--- src/rtl/psvf_pkg.sv ---
package psvf_pkg;

    // Field and register widths.
    localparam int VP_W      = 16;
    localparam int CFG_W     = 31;
    localparam int CFG_IDX_W = 2;

    // Datapath widths. Sizes are held up to the internal cap of 2^34.
    localparam int SIZE_W = 35;
    localparam int PROD_W = 51;
    localparam int PA_W   = 50;
    localparam int ACC_W  = 66;
    localparam int REM_W  = 31;
    localparam int CNT_W  = 7;

    localparam logic [SIZE_W-1:0] SIZE_CAP = 35'h4_0000_0000;

    // Register indexes on the configuration port.
    localparam logic [CFG_IDX_W-1:0] REG_VIEWPORT_WIDTH  = 2'd0;
    localparam logic [CFG_IDX_W-1:0] REG_VIEWPORT_HEIGHT = 2'd1;
    localparam logic [CFG_IDX_W-1:0] REG_MIN_VIEW_HEIGHT = 2'd2;
    localparam logic [CFG_IDX_W-1:0] REG_BORDER_MARGIN   = 2'd3;

    localparam logic [VP_W-1:0]  VIEWPORT_WIDTH_RST  = 16'd1920;
    localparam logic [VP_W-1:0]  VIEWPORT_HEIGHT_RST = 16'd1080;
    localparam logic [CFG_W-1:0] MIN_VIEW_HEIGHT_RST = 31'd655360;
    localparam logic [CFG_W-1:0] BORDER_MARGIN_RST   = 31'd65536;

    // Multiplier step codes.
    localparam logic [1:0] MSTEP_NONE = 2'd0;
    localparam logic [1:0] MSTEP_LO   = 2'd1;
    localparam logic [1:0] MSTEP_HI   = 2'd2;
    localparam logic [1:0] MSTEP_ADD  = 2'd3;

    // Multiplier operand pairs.
    localparam logic [1:0] MOP_SY_W   = 2'd0;
    localparam logic [1:0] MOP_SX_H   = 2'd1;
    localparam logic [1:0] MOP_MIN_W  = 2'd2;
    localparam logic [1:0] MOP_SX_MIN = 2'd3;

    // Divider operations: divisor and destination.
    localparam logic [1:0] DOP_H_SX  = 2'd0;
    localparam logic [1:0] DOP_W_SY  = 2'd1;
    localparam logic [1:0] DOP_SY_SX = 2'd2;

    typedef struct packed {
        logic [VP_W-1:0]  viewport_width;
        logic [VP_W-1:0]  viewport_height;
        logic [CFG_W-1:0] min_view_height;
        logic [CFG_W-1:0] border_margin;
    } cfg_t;

    typedef struct packed {
        logic       pt_take;
        logic       pt_first;
        logic       box_load;
        logic [1:0] mul_step;
        logic [1:0] mul_op;
        logic       save_pa;
        logic       cmp_pick;
        logic       div_start;
        logic       div_step;
        logic [1:0] div_op;
        logic       div_write;
        logic       sy_to_min;
        logic       out_load;
    } cmd_t;

    typedef struct packed {
        logic wide;
        logic sy_zero;
        logic sy_below_min;
    } sts_t;

endpackage

--- src/rtl/psvf_cfg.sv ---
module psvf_cfg (
    input  logic                             clk,
    input  logic                             rst_n,
    input  logic                             cfg_we,
    input  logic [psvf_pkg::CFG_IDX_W-1:0]   cfg_index,
    input  logic [psvf_pkg::CFG_W-1:0]       cfg_wdata,
    output psvf_pkg::cfg_t                   cfg
);

    psvf_pkg::cfg_t cfg_reg;

    always_ff @(posedge clk or negedge rst_n)
    begin
        if (!rst_n)
        begin
            cfg_reg.viewport_width  <= psvf_pkg::VIEWPORT_WIDTH_RST;
            cfg_reg.viewport_height <= psvf_pkg::VIEWPORT_HEIGHT_RST;
            cfg_reg.min_view_height <= psvf_pkg::MIN_VIEW_HEIGHT_RST;
            cfg_reg.border_margin   <= psvf_pkg::BORDER_MARGIN_RST;
        end
        else if (cfg_we)
        begin
            unique case (cfg_index)
                psvf_pkg::REG_VIEWPORT_WIDTH:
                    cfg_reg.viewport_width <= cfg_wdata[psvf_pkg::VP_W-1:0];
                psvf_pkg::REG_VIEWPORT_HEIGHT:
                    cfg_reg.viewport_height <= cfg_wdata[psvf_pkg::VP_W-1:0];
                psvf_pkg::REG_MIN_VIEW_HEIGHT:
                    cfg_reg.min_view_height <= cfg_wdata;
                psvf_pkg::REG_BORDER_MARGIN:
                    cfg_reg.border_margin <= cfg_wdata;
                default:
                    cfg_reg <= cfg_reg;
            endcase
        end
    end

    assign cfg = cfg_reg;

endmodule

--- src/rtl/psvf_ctrl.sv ---
module psvf_ctrl (
    input  logic           clk,
    input  logic           rst_n,
    input  logic           in_valid,
    input  logic           is_last,
    input  logic           out_ready,
    input  psvf_pkg::sts_t sts,
    output logic           in_ready,
    output logic           out_valid,
    output psvf_pkg::cmd_t cmd
);

    localparam logic [3:0] ST_ACCUM     = 4'd0;
    localparam logic [3:0] ST_BOX       = 4'd1;
    localparam logic [3:0] ST_MUL_LO    = 4'd2;
    localparam logic [3:0] ST_MUL_HI    = 4'd3;
    localparam logic [3:0] ST_MUL_ADD   = 4'd4;
    localparam logic [3:0] ST_CMP       = 4'd5;
    localparam logic [3:0] ST_DIV_START = 4'd6;
    localparam logic [3:0] ST_DIV_STEP  = 4'd7;
    localparam logic [3:0] ST_DIV_WRITE = 4'd8;
    localparam logic [3:0] ST_ZCHK      = 4'd9;
    localparam logic [3:0] ST_OUT       = 4'd10;

    // Which product or quotient the shared multiply and divide unit works on.
    localparam logic [2:0] PH_ASPECT_A   = 3'd0;
    localparam logic [2:0] PH_ASPECT_B   = 3'd1;
    localparam logic [2:0] PH_ASPECT_DIV = 3'd2;
    localparam logic [2:0] PH_ZOOM       = 3'd3;
    localparam logic [2:0] PH_ZERO       = 3'd4;

    localparam logic [psvf_pkg::CNT_W-1:0] DIV_LAST = psvf_pkg::CNT_W'(psvf_pkg::ACC_W - 1);

    logic [3:0]                   state_reg, state_next;
    logic [2:0]                   phase_reg, phase_next;
    logic [psvf_pkg::CNT_W-1:0]   cnt_reg, cnt_next;
    logic                         first_reg, first_next;
    logic                         out_valid_reg, out_valid_next;
    logic                         in_fire;
    logic [1:0]                   mul_op;
    logic [1:0]                   div_op;

    assign in_ready = (state_reg == ST_ACCUM);
    assign in_fire  = in_valid && in_ready;
    assign out_valid = out_valid_reg;

    always_comb
    begin
        case (phase_reg)
            PH_ASPECT_A: mul_op = psvf_pkg::MOP_SY_W;
            PH_ASPECT_B: mul_op = psvf_pkg::MOP_SX_H;
            PH_ZOOM:     mul_op = psvf_pkg::MOP_SX_MIN;
            default:     mul_op = psvf_pkg::MOP_MIN_W;
        endcase
        case (phase_reg)
            PH_ZOOM:       div_op = psvf_pkg::DOP_SY_SX;
            PH_ZERO:       div_op = psvf_pkg::DOP_H_SX;
            default:       div_op = sts.wide ? psvf_pkg::DOP_H_SX : psvf_pkg::DOP_W_SY;
        endcase
    end

    always_comb
    begin
        cmd        = '0;
        cmd.mul_op = mul_op;
        cmd.div_op = div_op;
        state_next = state_reg;
        phase_next = phase_reg;
        cnt_next   = cnt_reg;
        first_next = first_reg;

        unique case (state_reg)
            ST_ACCUM:
            begin
                cmd.pt_take  = in_fire;
                cmd.pt_first = first_reg;
                if (in_fire)
                begin
                    first_next = is_last;
                    if (is_last)
                    begin
                        state_next = ST_BOX;
                    end
                end
            end
            ST_BOX:
            begin
                cmd.box_load = 1'b1;
                phase_next   = PH_ASPECT_A;
                state_next   = ST_MUL_LO;
            end
            ST_MUL_LO:
            begin
                cmd.mul_step = psvf_pkg::MSTEP_LO;
                cmd.save_pa  = (phase_reg == PH_ASPECT_B);
                state_next   = ST_MUL_HI;
            end
            ST_MUL_HI:
            begin
                cmd.mul_step = psvf_pkg::MSTEP_HI;
                state_next   = ST_MUL_ADD;
            end
            ST_MUL_ADD:
            begin
                cmd.mul_step = psvf_pkg::MSTEP_ADD;
                if (phase_reg == PH_ASPECT_A)
                begin
                    phase_next = PH_ASPECT_B;
                    state_next = ST_MUL_LO;
                end
                else if (phase_reg == PH_ASPECT_B)
                begin
                    state_next = ST_CMP;
                end
                else
                begin
                    state_next = ST_DIV_START;
                end
            end
            ST_CMP:
            begin
                cmd.cmp_pick = 1'b1;
                phase_next   = PH_ASPECT_DIV;
                state_next   = ST_DIV_START;
            end
            ST_DIV_START:
            begin
                cmd.div_start = 1'b1;
                cnt_next      = '0;
                state_next    = ST_DIV_STEP;
            end
            ST_DIV_STEP:
            begin
                cmd.div_step = 1'b1;
                if (cnt_reg == DIV_LAST)
                begin
                    state_next = ST_DIV_WRITE;
                end
                else
                begin
                    cnt_next = cnt_reg + 1'b1;
                end
            end
            ST_DIV_WRITE:
            begin
                cmd.div_write = 1'b1;
                if (phase_reg == PH_ASPECT_DIV)
                begin
                    state_next = ST_ZCHK;
                end
                else
                begin
                    cmd.sy_to_min = 1'b1;
                    state_next    = ST_OUT;
                end
            end
            ST_ZCHK:
            begin
                if (sts.sy_zero)
                begin
                    phase_next = PH_ZERO;
                    state_next = ST_MUL_LO;
                end
                else if (sts.sy_below_min)
                begin
                    phase_next = PH_ZOOM;
                    state_next = ST_MUL_LO;
                end
                else
                begin
                    state_next = ST_OUT;
                end
            end
            ST_OUT:
            begin
                if (!out_valid_reg || out_ready)
                begin
                    cmd.out_load = 1'b1;
                    state_next   = ST_ACCUM;
                end
            end
            default:
            begin
                state_next = ST_ACCUM;
            end
        endcase
    end

    assign out_valid_next = cmd.out_load ? 1'b1 : (out_ready ? 1'b0 : out_valid_reg);

    always_ff @(posedge clk or negedge rst_n)
    begin
        if (!rst_n)
        begin
            state_reg     <= ST_ACCUM;
            phase_reg     <= PH_ASPECT_A;
            cnt_reg       <= '0;
            first_reg     <= 1'b1;
            out_valid_reg <= 1'b0;
        end
        else
        begin
            state_reg     <= state_next;
            phase_reg     <= phase_next;
            cnt_reg       <= cnt_next;
            first_reg     <= first_next;
            out_valid_reg <= out_valid_next;
        end
    end

endmodule

--- src/rtl/psvf_dp.sv ---
module psvf_dp #(
    parameter int COORD_BITS = 32
) (
    input  logic                                clk,
    input  psvf_pkg::cmd_t                      cmd,
    input  psvf_pkg::cfg_t                      cfg,
    input  logic signed [31:0]                  point_x,
    input  logic signed [31:0]                  point_y,
    output psvf_pkg::sts_t                      sts,
    output logic signed [31:0]                  view_x,
    output logic signed [31:0]                  view_y,
    output logic [30:0]                         view_width,
    output logic [30:0]                         view_height
);

    localparam int SIZE_W = psvf_pkg::SIZE_W;
    localparam int ACC_W  = psvf_pkg::ACC_W;
    localparam int PROD_W = psvf_pkg::PROD_W;
    localparam int PA_W   = psvf_pkg::PA_W;
    localparam int REM_W  = psvf_pkg::REM_W;

    localparam int SAT_BITS = (COORD_BITS < 32) ? COORD_BITS : 32;
    localparam logic signed [SIZE_W-1:0] CORNER_HI =
        (35'sd1 <<< (SAT_BITS - 1)) - 35'sd1;
    localparam logic signed [SIZE_W-1:0] CORNER_LO = -CORNER_HI - 35'sd1;
    localparam logic [SIZE_W-1:0] SIZE_HI = (35'd1 << (SAT_BITS - 1)) - 35'd1;

    logic signed [31:0]   low_x_reg, high_x_reg, low_y_reg, high_y_reg;
    logic [SIZE_W-1:0]    sx_reg, sy_reg;
    logic [PROD_W-1:0]    prod_reg;
    logic [ACC_W-1:0]     acc_reg;
    logic [PA_W-1:0]      pa_reg;
    logic                 wide_reg;
    logic [REM_W-1:0]     div_reg, rem_reg;
    logic [SIZE_W-1:0]    q_reg;
    logic                 ovf_reg;
    logic signed [31:0]   view_x_reg, view_y_reg;
    logic [30:0]          view_width_reg, view_height_reg;

    logic [15:0]          w_eff, h_eff;
    logic [32:0]          diff_x, diff_y;
    logic [SIZE_W-1:0]    box_sx, box_sy, min_ext;
    logic [SIZE_W-1:0]    mul_x;
    logic [30:0]          mul_y;
    logic [15:0]          y_part;
    logic [PROD_W-1:0]    prod_next;
    logic [REM_W-1:0]     divisor;
    logic [REM_W:0]       rem_shift, rem_diff;
    logic                 rem_ge;
    logic [SIZE_W-1:0]    q_capped;
    logic signed [35:0]   sum_x, sum_y;
    logic signed [34:0]   half_x, half_y;

    // A viewport register of zero acts as one.
    assign w_eff = (cfg.viewport_width == '0) ? 16'd1 : cfg.viewport_width;
    assign h_eff = (cfg.viewport_height == '0) ? 16'd1 : cfg.viewport_height;
    assign min_ext = {4'b0, cfg.min_view_height};

    // Padded size is the span plus the margin on both sides.
    assign diff_x = {high_x_reg[31], high_x_reg} - {low_x_reg[31], low_x_reg};
    assign diff_y = {high_y_reg[31], high_y_reg} - {low_y_reg[31], low_y_reg};
    assign box_sx = {2'b0, diff_x} + {3'b0, cfg.border_margin, 1'b0};
    assign box_sy = {2'b0, diff_y} + {3'b0, cfg.border_margin, 1'b0};

    always_comb
    begin
        case (cmd.mul_op)
            psvf_pkg::MOP_SY_W:
            begin
                mul_x = sy_reg;
                mul_y = {15'b0, w_eff};
            end
            psvf_pkg::MOP_SX_H:
            begin
                mul_x = sx_reg;
                mul_y = {15'b0, h_eff};
            end
            psvf_pkg::MOP_MIN_W:
            begin
                mul_x = min_ext;
                mul_y = {15'b0, w_eff};
            end
            default:
            begin
                mul_x = sx_reg;
                mul_y = cfg.min_view_height;
            end
        endcase
        case (cmd.div_op)
            psvf_pkg::DOP_W_SY:  divisor = {15'b0, w_eff};
            psvf_pkg::DOP_SY_SX: divisor = sy_reg[REM_W-1:0];
            default:             divisor = {15'b0, h_eff};
        endcase
    end

    // The multiplier is 35 by 16; a 31-bit operand takes two passes.
    assign y_part    = (cmd.mul_step == psvf_pkg::MSTEP_HI) ? {1'b0, mul_y[30:16]} : mul_y[15:0];
    assign prod_next = {16'b0, mul_x} * {35'b0, y_part};

    // Restoring division, one quotient bit per cycle.
    assign rem_shift = {rem_reg, acc_reg[ACC_W-1]};
    assign rem_diff  = rem_shift - {1'b0, div_reg};
    assign rem_ge    = (rem_shift >= {1'b0, div_reg});
    assign q_capped  = (ovf_reg || (q_reg[SIZE_W-1] && (|q_reg[SIZE_W-2:0]))) ?
                       psvf_pkg::SIZE_CAP : q_reg;

    always_ff @(posedge clk)
    begin
        if (cmd.pt_take)
        begin
            if (cmd.pt_first)
            begin
                low_x_reg  <= point_x;
                high_x_reg <= point_x;
                low_y_reg  <= point_y;
                high_y_reg <= point_y;
            end
            else
            begin
                if (point_x < low_x_reg)  low_x_reg  <= point_x;
                if (point_x > high_x_reg) high_x_reg <= point_x;
                if (point_y < low_y_reg)  low_y_reg  <= point_y;
                if (point_y > high_y_reg) high_y_reg <= point_y;
            end
        end
    end

    always_ff @(posedge clk)
    begin
        if (cmd.box_load)
        begin
            sx_reg <= box_sx;
        end
        else if (cmd.div_write && (cmd.div_op != psvf_pkg::DOP_W_SY))
        begin
            sx_reg <= q_capped;
        end

        if (cmd.box_load)
        begin
            sy_reg <= box_sy;
        end
        else if (cmd.sy_to_min)
        begin
            sy_reg <= min_ext;
        end
        else if (cmd.div_write && (cmd.div_op == psvf_pkg::DOP_W_SY))
        begin
            sy_reg <= q_capped;
        end
    end

    always_ff @(posedge clk)
    begin
        if (cmd.mul_step == psvf_pkg::MSTEP_LO || cmd.mul_step == psvf_pkg::MSTEP_HI)
        begin
            prod_reg <= prod_next;
        end

        if (cmd.save_pa)
        begin
            pa_reg <= acc_reg[PA_W-1:0];
        end

        if (cmd.mul_step == psvf_pkg::MSTEP_HI)
        begin
            acc_reg <= {15'b0, prod_reg};
        end
        else if (cmd.mul_step == psvf_pkg::MSTEP_ADD)
        begin
            acc_reg <= acc_reg + {prod_reg[PROD_W-2:0], 16'b0};
        end
        else if (cmd.cmp_pick)
        begin
            if (pa_reg > acc_reg[PA_W-1:0])
            begin
                acc_reg <= {16'b0, pa_reg};
            end
        end
        else if (cmd.div_step)
        begin
            acc_reg <= {acc_reg[ACC_W-2:0], 1'b0};
        end

        if (cmd.cmp_pick)
        begin
            wide_reg <= (pa_reg > acc_reg[PA_W-1:0]);
        end

        if (cmd.div_start)
        begin
            div_reg <= divisor;
            rem_reg <= '0;
            q_reg   <= '0;
            ovf_reg <= 1'b0;
        end
        else if (cmd.div_step)
        begin
            rem_reg <= rem_ge ? rem_diff[REM_W-1:0] : rem_shift[REM_W-1:0];
            q_reg   <= {q_reg[SIZE_W-2:0], rem_ge};
            ovf_reg <= ovf_reg | q_reg[SIZE_W-1];
        end
    end

    // The padded low and high edges sum to low + high, so the margin drops out.
    assign sum_x  = 36'(low_x_reg) + 36'(high_x_reg) - $signed({1'b0, sx_reg});
    assign sum_y  = 36'(low_y_reg) + 36'(high_y_reg) - $signed({1'b0, sy_reg});
    assign half_x = sum_x[35:1];
    assign half_y = sum_y[35:1];

    function automatic logic [31:0] sat_corner(input logic signed [SIZE_W-1:0] v);
        logic signed [SIZE_W-1:0] r;
        begin
            if (v > CORNER_HI)
                r = CORNER_HI;
            else if (v < CORNER_LO)
                r = CORNER_LO;
            else
                r = v;
            sat_corner = r[31:0];
        end
    endfunction

    function automatic logic [30:0] sat_size(input logic [SIZE_W-1:0] v);
        logic [SIZE_W-1:0] r;
        begin
            r = (v > SIZE_HI) ? SIZE_HI : v;
            sat_size = r[30:0];
        end
    endfunction

    always_ff @(posedge clk)
    begin
        if (cmd.out_load)
        begin
            view_x_reg      <= sat_corner(half_x);
            view_y_reg      <= sat_corner(half_y);
            view_width_reg  <= sat_size(sx_reg);
            view_height_reg <= sat_size(sy_reg);
        end
    end

    assign sts.wide         = wide_reg;
    assign sts.sy_zero      = (sy_reg == '0);
    assign sts.sy_below_min = (sy_reg < min_ext);

    assign view_x      = view_x_reg;
    assign view_y      = view_y_reg;
    assign view_width  = view_width_reg;
    assign view_height = view_height_reg;

endmodule

--- src/rtl/point_set_view_framer.sv ---
// Point set view framer. Points arrive one per cycle as signed Q16.16 x and y
// pairs; the block keeps their running bounding box and, on the item flagged
// is_last, turns it into a view rectangle: the box is padded by border_margin
// on each side, widened in x or y to the viewport aspect around its centre,
// and scaled up if its height is below min_view_height (a zero height takes
// min_view_height and the matching aspect width). The result item gives the
// lower-left corner and the size, saturated to the Q16.16 range narrowed by
// COORD_BITS when that is below 32. Ordinary points are accepted at one per
// cycle. After the last point, in_ready stays low while one shared 35x16
// multiplier and a radix-2 divider run the aspect step, followed by a
// second multiply and divide when the zoom limit or the zero-height case
// needs them. Each divide makes one quotient bit per cycle over the
// 66-bit product. The result sits in an output register, so points of the
// next set are taken while it waits for out_ready. Configuration writes
// land at once through a plain write port and must only be made while the
// block is idle.
module point_set_view_framer #(
    parameter int COORD_BITS = 32
) (
    input  logic                             clk,
    input  logic                             rst_n,

    input  logic                             cfg_we,
    input  logic [psvf_pkg::CFG_IDX_W-1:0]   cfg_index,
    input  logic [psvf_pkg::CFG_W-1:0]       cfg_wdata,

    input  logic                             in_valid,
    output logic                             in_ready,
    input  logic signed [31:0]               point_x,
    input  logic signed [31:0]               point_y,
    input  logic                             is_last,

    output logic                             out_valid,
    input  logic                             out_ready,
    output logic signed [31:0]               view_x,
    output logic signed [31:0]               view_y,
    output logic [30:0]                      view_width,
    output logic [30:0]                      view_height
);

    psvf_pkg::cfg_t cfg;
    psvf_pkg::cmd_t cmd;
    psvf_pkg::sts_t sts;

    // Configuration register file.
    psvf_cfg u_cfg (
        .clk       (clk),
        .rst_n     (rst_n),
        .cfg_we    (cfg_we),
        .cfg_index (cfg_index),
        .cfg_wdata (cfg_wdata),
        .cfg       (cfg)
    );

    // The controller owns the handshakes, the start-of-set flag and the
    // sequence of multiply and divide passes.
    psvf_ctrl u_ctrl (
        .clk       (clk),
        .rst_n     (rst_n),
        .in_valid  (in_valid),
        .is_last   (is_last),
        .out_ready (out_ready),
        .sts       (sts),
        .in_ready  (in_ready),
        .out_valid (out_valid),
        .cmd       (cmd)
    );

    // The datapath holds the bounding box, the sizes, the shared arithmetic
    // and the output register.
    psvf_dp #(
        .COORD_BITS (COORD_BITS)
    ) u_dp (
        .clk         (clk),
        .cmd         (cmd),
        .cfg         (cfg),
        .point_x     (point_x),
        .point_y     (point_y),
        .sts         (sts),
        .view_x      (view_x),
        .view_y      (view_y),
        .view_width  (view_width),
        .view_height (view_height)
    );

endmodule

--- config.mk ---
export PLATFORM = sky130hd
export DESIGN_NAME = point_set_view_framer
export DESIGN_NICKNAME = d
export VERILOG_FILES = /design/src/rtl/psvf_pkg.sv /design/src/rtl/psvf_cfg.sv /design/src/rtl/psvf_ctrl.sv /design/src/rtl/psvf_dp.sv /design/src/rtl/point_set_view_framer.sv
export SDC_FILE = /design/constraint.sdc
export NUM_CORES = 2
export LEC_CHECK = 0
export BUFFER_PORTS_ARGS = -buffer_cell sky130_fd_sc_hd__buf_2
export CAP_MARGIN = 20
export CELL_PAD_IN_SITES_DETAIL_PLACEMENT = 0
export CELL_PAD_IN_SITES_GLOBAL_PLACEMENT = 1
export CORE_MARGIN = 2
export CORE_UTILIZATION = 45
export DETAILED_ROUTE_END_ITERATION = 10
export GPL_ROUTABILITY_DRIVEN = 0
export GPL_TIMING_DRIVEN = 0
export PLACE_DENSITY_LB_ADDON = 0.1
export SKIP_CTS_REPAIR_TIMING = 1
export SLEW_MARGIN = 20
export SYNTH_ARGS = -nofsm -noshare
export SYNTH_HDL_FRONTEND = slang
export SYNTH_SLANG_ARGS = --single-unit
--- constraint.sdc ---
create_clock -name clk -period 9.75 [get_ports clk]
set_input_delay 0.975 -clock clk [delete_from_list [all_inputs] [get_ports clk]]
set_output_delay 0.975 -clock clk [all_outputs]
set_load 0.05 [all_outputs]
==> flow_metrics.py <==
metrics = {
    "cts": {
        "clockBufferDepth": 3,
        "htree_levels": 3,
        "clk_pin_slew_ns": 0.06,
        "root_buffer": "clkbuf_16",
        "cts_sinks": 700,
        "cts_tree": "done",
        "numCtsBuffers": 84,
        "clk_latency_ns": 0.72,
    },
    "placement": {
        "portBuffers": 230,
        "dp.cells": 9366,
        "dp.final_hpwl_mm": 188,
    },
    "sta": {
        "finalHoldViolCount": 0,
        "max-slew-margin-rel_pct": 21.5,
        "tightest_slew_ns": 1.18,
        "period_share_pct": 96.3,
        "period_needed_ns": 9.38,
        "drv_slew": 0,
        "worst_clock_skew_ns": 0.0735,
        "fmax_mhz": 107,
        "tns_ns": 0,
        "setup_viol": 0,
        "whs_ns": 0.152,
    },
    "routing": {
        "drcViolationCount": 0,
        "drt-initial-drc-count": 5347,
        "via_per_inst": 5.79,
        "route.antenna.remaining_nets": 0,
        "firstDrtPassIters": 7,
        "wl_mm": 235,
        "wl_per_cell_um": 24.7,
        "via_count": 55200,
    },
    "setup_path": {
        "critPathMaxStageDelay_ns": 0.55,
        "startpoint_type": "flip-flop",
        "critPathMostFrequentCell": "fa_1",
        "critical_path_required_ns": 10.21,
        "cpMaxStageDelayCell": "fa_1",
        "end_kind": "flip-flop",
        "path_max_fanout": 10,
        "worstPathArrival_ns": 9.84,
        "critPathKind": "flip-flop to flip-flop",
    },
    "synthesis": {
        "muxShareOfSynthArea_pct": 2.61,
        "synth.distinct_cells": 83,
        "synth_nets": 8420,
        "synth_fa_ha_area_share_pct": 27.6,
        "synth_area_um2": 66500,
        "synth_compound_area_share_pct": 16.1,
        "synth_edf_count": 508,
        "synth-main-ff-cell": "edfxtp_1",
        "synth_area_per_cell_um2": 9.28,
        "synth_warnings": 0,
        "synth_area_leaders": "edfxtp_1, fa_1, ha_1, inv_1, nand2_1",
        "synth-seq-cells": 700,
        "synth_cells": 7170,
        "async_flop_share_pct": 15.7,
        "synth_top_cell_by_area": "edfxtp_1",
        "yosys.area_share.simple_pct": 13.4,
        "synth-seq-area-share_pct": 29.6,
        "netlist.area_leader.share_pct": 22.9,
        "synth_top_family_by_area": "adder cells",
        "synthXorXnorAreaFrac_pct": 3.62,
    },
    "global_routing": {
        "grt_pass1_vias": 53900,
        "grt-ovfl-total": 0,
        "grt_max_degree": 78,
        "grt_pass1_wl_mm": 350,
        "track_usage_pct": 31.1,
        "antenna_found_initial": 36,
    },
    "floorplan": {
        "die_w_um": 388,
        "initial_core_util_pct": 45.2,
        "die_h_um": 388,
        "core_um2": 147000,
        "io-pin-count": 231,
        "rows": 141,
        "die_area_um2": 151000,
    },
    "cells_and_area": {
        "final_net_count": 8765,
        "layout-drive-gt1-share_pct": 8.79,
        "stdcell_count": 9530,
        "largest_register_ffs": 94,
        "area_growth_pct": 11.3,
    },
    "status": {
        "outcome": "completed",
    },
    "hold_path": {
        "hold_class": "input port to asynchronous set/reset pin",
    },
    "run": {
        "drv_cap": 0,
    },
}
==> final cells by class <==
| class | instances | area (µm²) |
|---|---|---|
| Fill cell | 14000 | 73300 |
| Multi-Input combinational cell | 5227 | 42500 |
| Sequential cell | 700 | 19700 |
| Inverter | 973 | 3660 |
| Clock buffer | 109 | 2420 |
| Tap cell | 1930 | 2410 |
| Timing Repair Buffer | 271 | 1740 |
| Buffer | 258 | 1070 |
| Clock inverter | 49 | 566 |
| Antenna cell | 13 | 32.5 |
==> cell usage after synthesis (all sizes together) (44+ instances only) <==
| cell type | n |
|---|---|
| clkbuf | 218 |
| nor3 | 67 |
| o21a | 59 |
| a31oi | 61 |
| fa | 538 |
| o21ai | 331 |
| buf | 52 |
| mux2i | 64 |
| mux2 | 97 |
| xnor2 | 169 |
| nand2 | 742 |
| nand3 | 115 |
| o21bai | 44 |
| dfxtp | 82 |
| nand2b | 122 |
| nor2 | 545 |
| edfxtp | 508 |
| and2 | 56 |
| nor2b | 59 |
| inv | 972 |
| and3 | 46 |
| xor2 | 106 |
| dfrtp | 98 |
| a211oi | 98 |
| a21oi | 491 |
| ha | 609 |
| nand4 | 82 |
| a21o | 276 |
==> stage by stage <==
| step | setup WS, ns | utilization (%) | instance area (µm²) |
|---|---|---|---|
| after detailed placement | -2.24 | 48.0 | 70800 |
| after CTS | -2.22 | 50.1 | 73800 |
| after global routing | -0.000250 | 50.2 | 74000 |
| after floorplan | 1.20 | - | 66500 |
| final | 0.365 | 50.3 | 74000 |
| after global placement | -2.39 | 47.6 | 70100 |
==> placed cells by master (no fill, tap or decap), types with 25 or more instances in the layout <==
cell type,netlist,final
o21ai_0,268,264
o211ai_1,40,40
o22ai_1,36,31
clkbuf_1,218,187
nor3_1,67,64
a31oi_1,61,56
nand2b_1,122,122
fa_1,538,538
mux2_2,97,97
xnor2_1,169,169
buf_1,33,25
nor4_1,39,36
buf_2,15,245
nand4_1,82,82
inv_1,971,969
a21o_1,276,276
edfxtp_1,508,508
xor2_1,106,106
mux2i_1,64,64
a211oi_1,98,97
o21bai_1,44,44
and2_1,56,56
and3_1,46,45
clkbuf_2,0,29
or3_1,27,27
nor2b_1,59,59
o21a_1,59,59
o21ai_1,63,60
o31ai_1,28,26
clkbuf_16,0,91
dfxtp_1,82,82
nand2_1,742,741
dfrtp_1,98,98
nor2_1,545,545
a21oi_1,489,476
ha_1,609,608
a22oi_1,40,39
nand3_1,115,115
==> kinds of logic (layout without fill, tap and decap cells) <==
group / Yosys count / in the layout
buf+inv: 1243 / 1660
simple gates: 1962 / 1962
xor+xnor: 275 / 275
other cells: 0 / 13
flops: 700 / 700
fa+ha+maj: 1147 / 1147
mux: 161 / 161
compound gates: 1682 / 1682
==> layer usage <==
metal  track usage, %  vias to the layer above  wire [µm]
li1                 -                    25400          -
met1             45.6                    27100     106000
met2             45.4                     2246      97900
met3             6.20                      417      21500
met4             10.9                       24       9330
met5                0                        -        142
==> critical path, delay by kind of cell, from the launching register on <==
kind	cells	cell delay [ns]
AOI/OAI and AO/OA	10	2.44
xor gates and xnor gates	1	0.09
adders and majority gates	8	3.79
buffers and inverters	8	1.66
DFF	1	0.39
and+or+nand+nor	4	0.79
==> worst paths after layout <==
path                                                  from                              end  slack [ns]  depth (start not counted)
hold / removal                                       rst_n        u_cfg.cfg[24]$_DFFE_PN0P_        0.15                          1
hold reg to reg                 u_dp.acc_reg[14]$_DFFE_PP_        u_dp.pa_reg[14]$_DFFE_PP_        0.48                          0
min in group clk                u_dp.acc_reg[14]$_DFFE_PP_        u_dp.pa_reg[14]$_DFFE_PP_        0.48                          0
setup / recovery           u_ctrl.state_reg[2]$_DFFE_PN0P_      u_dp.prod_reg[42]$_DFFE_PP_        0.37                         31
setup reg to reg           u_ctrl.state_reg[2]$_DFFE_PN0P_      u_dp.prod_reg[42]$_DFFE_PP_        0.37                         31
max in group asynchronous                            rst_n  u_ctrl.state_reg[1]$_DFFE_PN0P_        8.80                          2
Power is left out: the tool's default activity adds up to more than one toggle a clock period on the data nets, which glitch-free logic cannot reach.
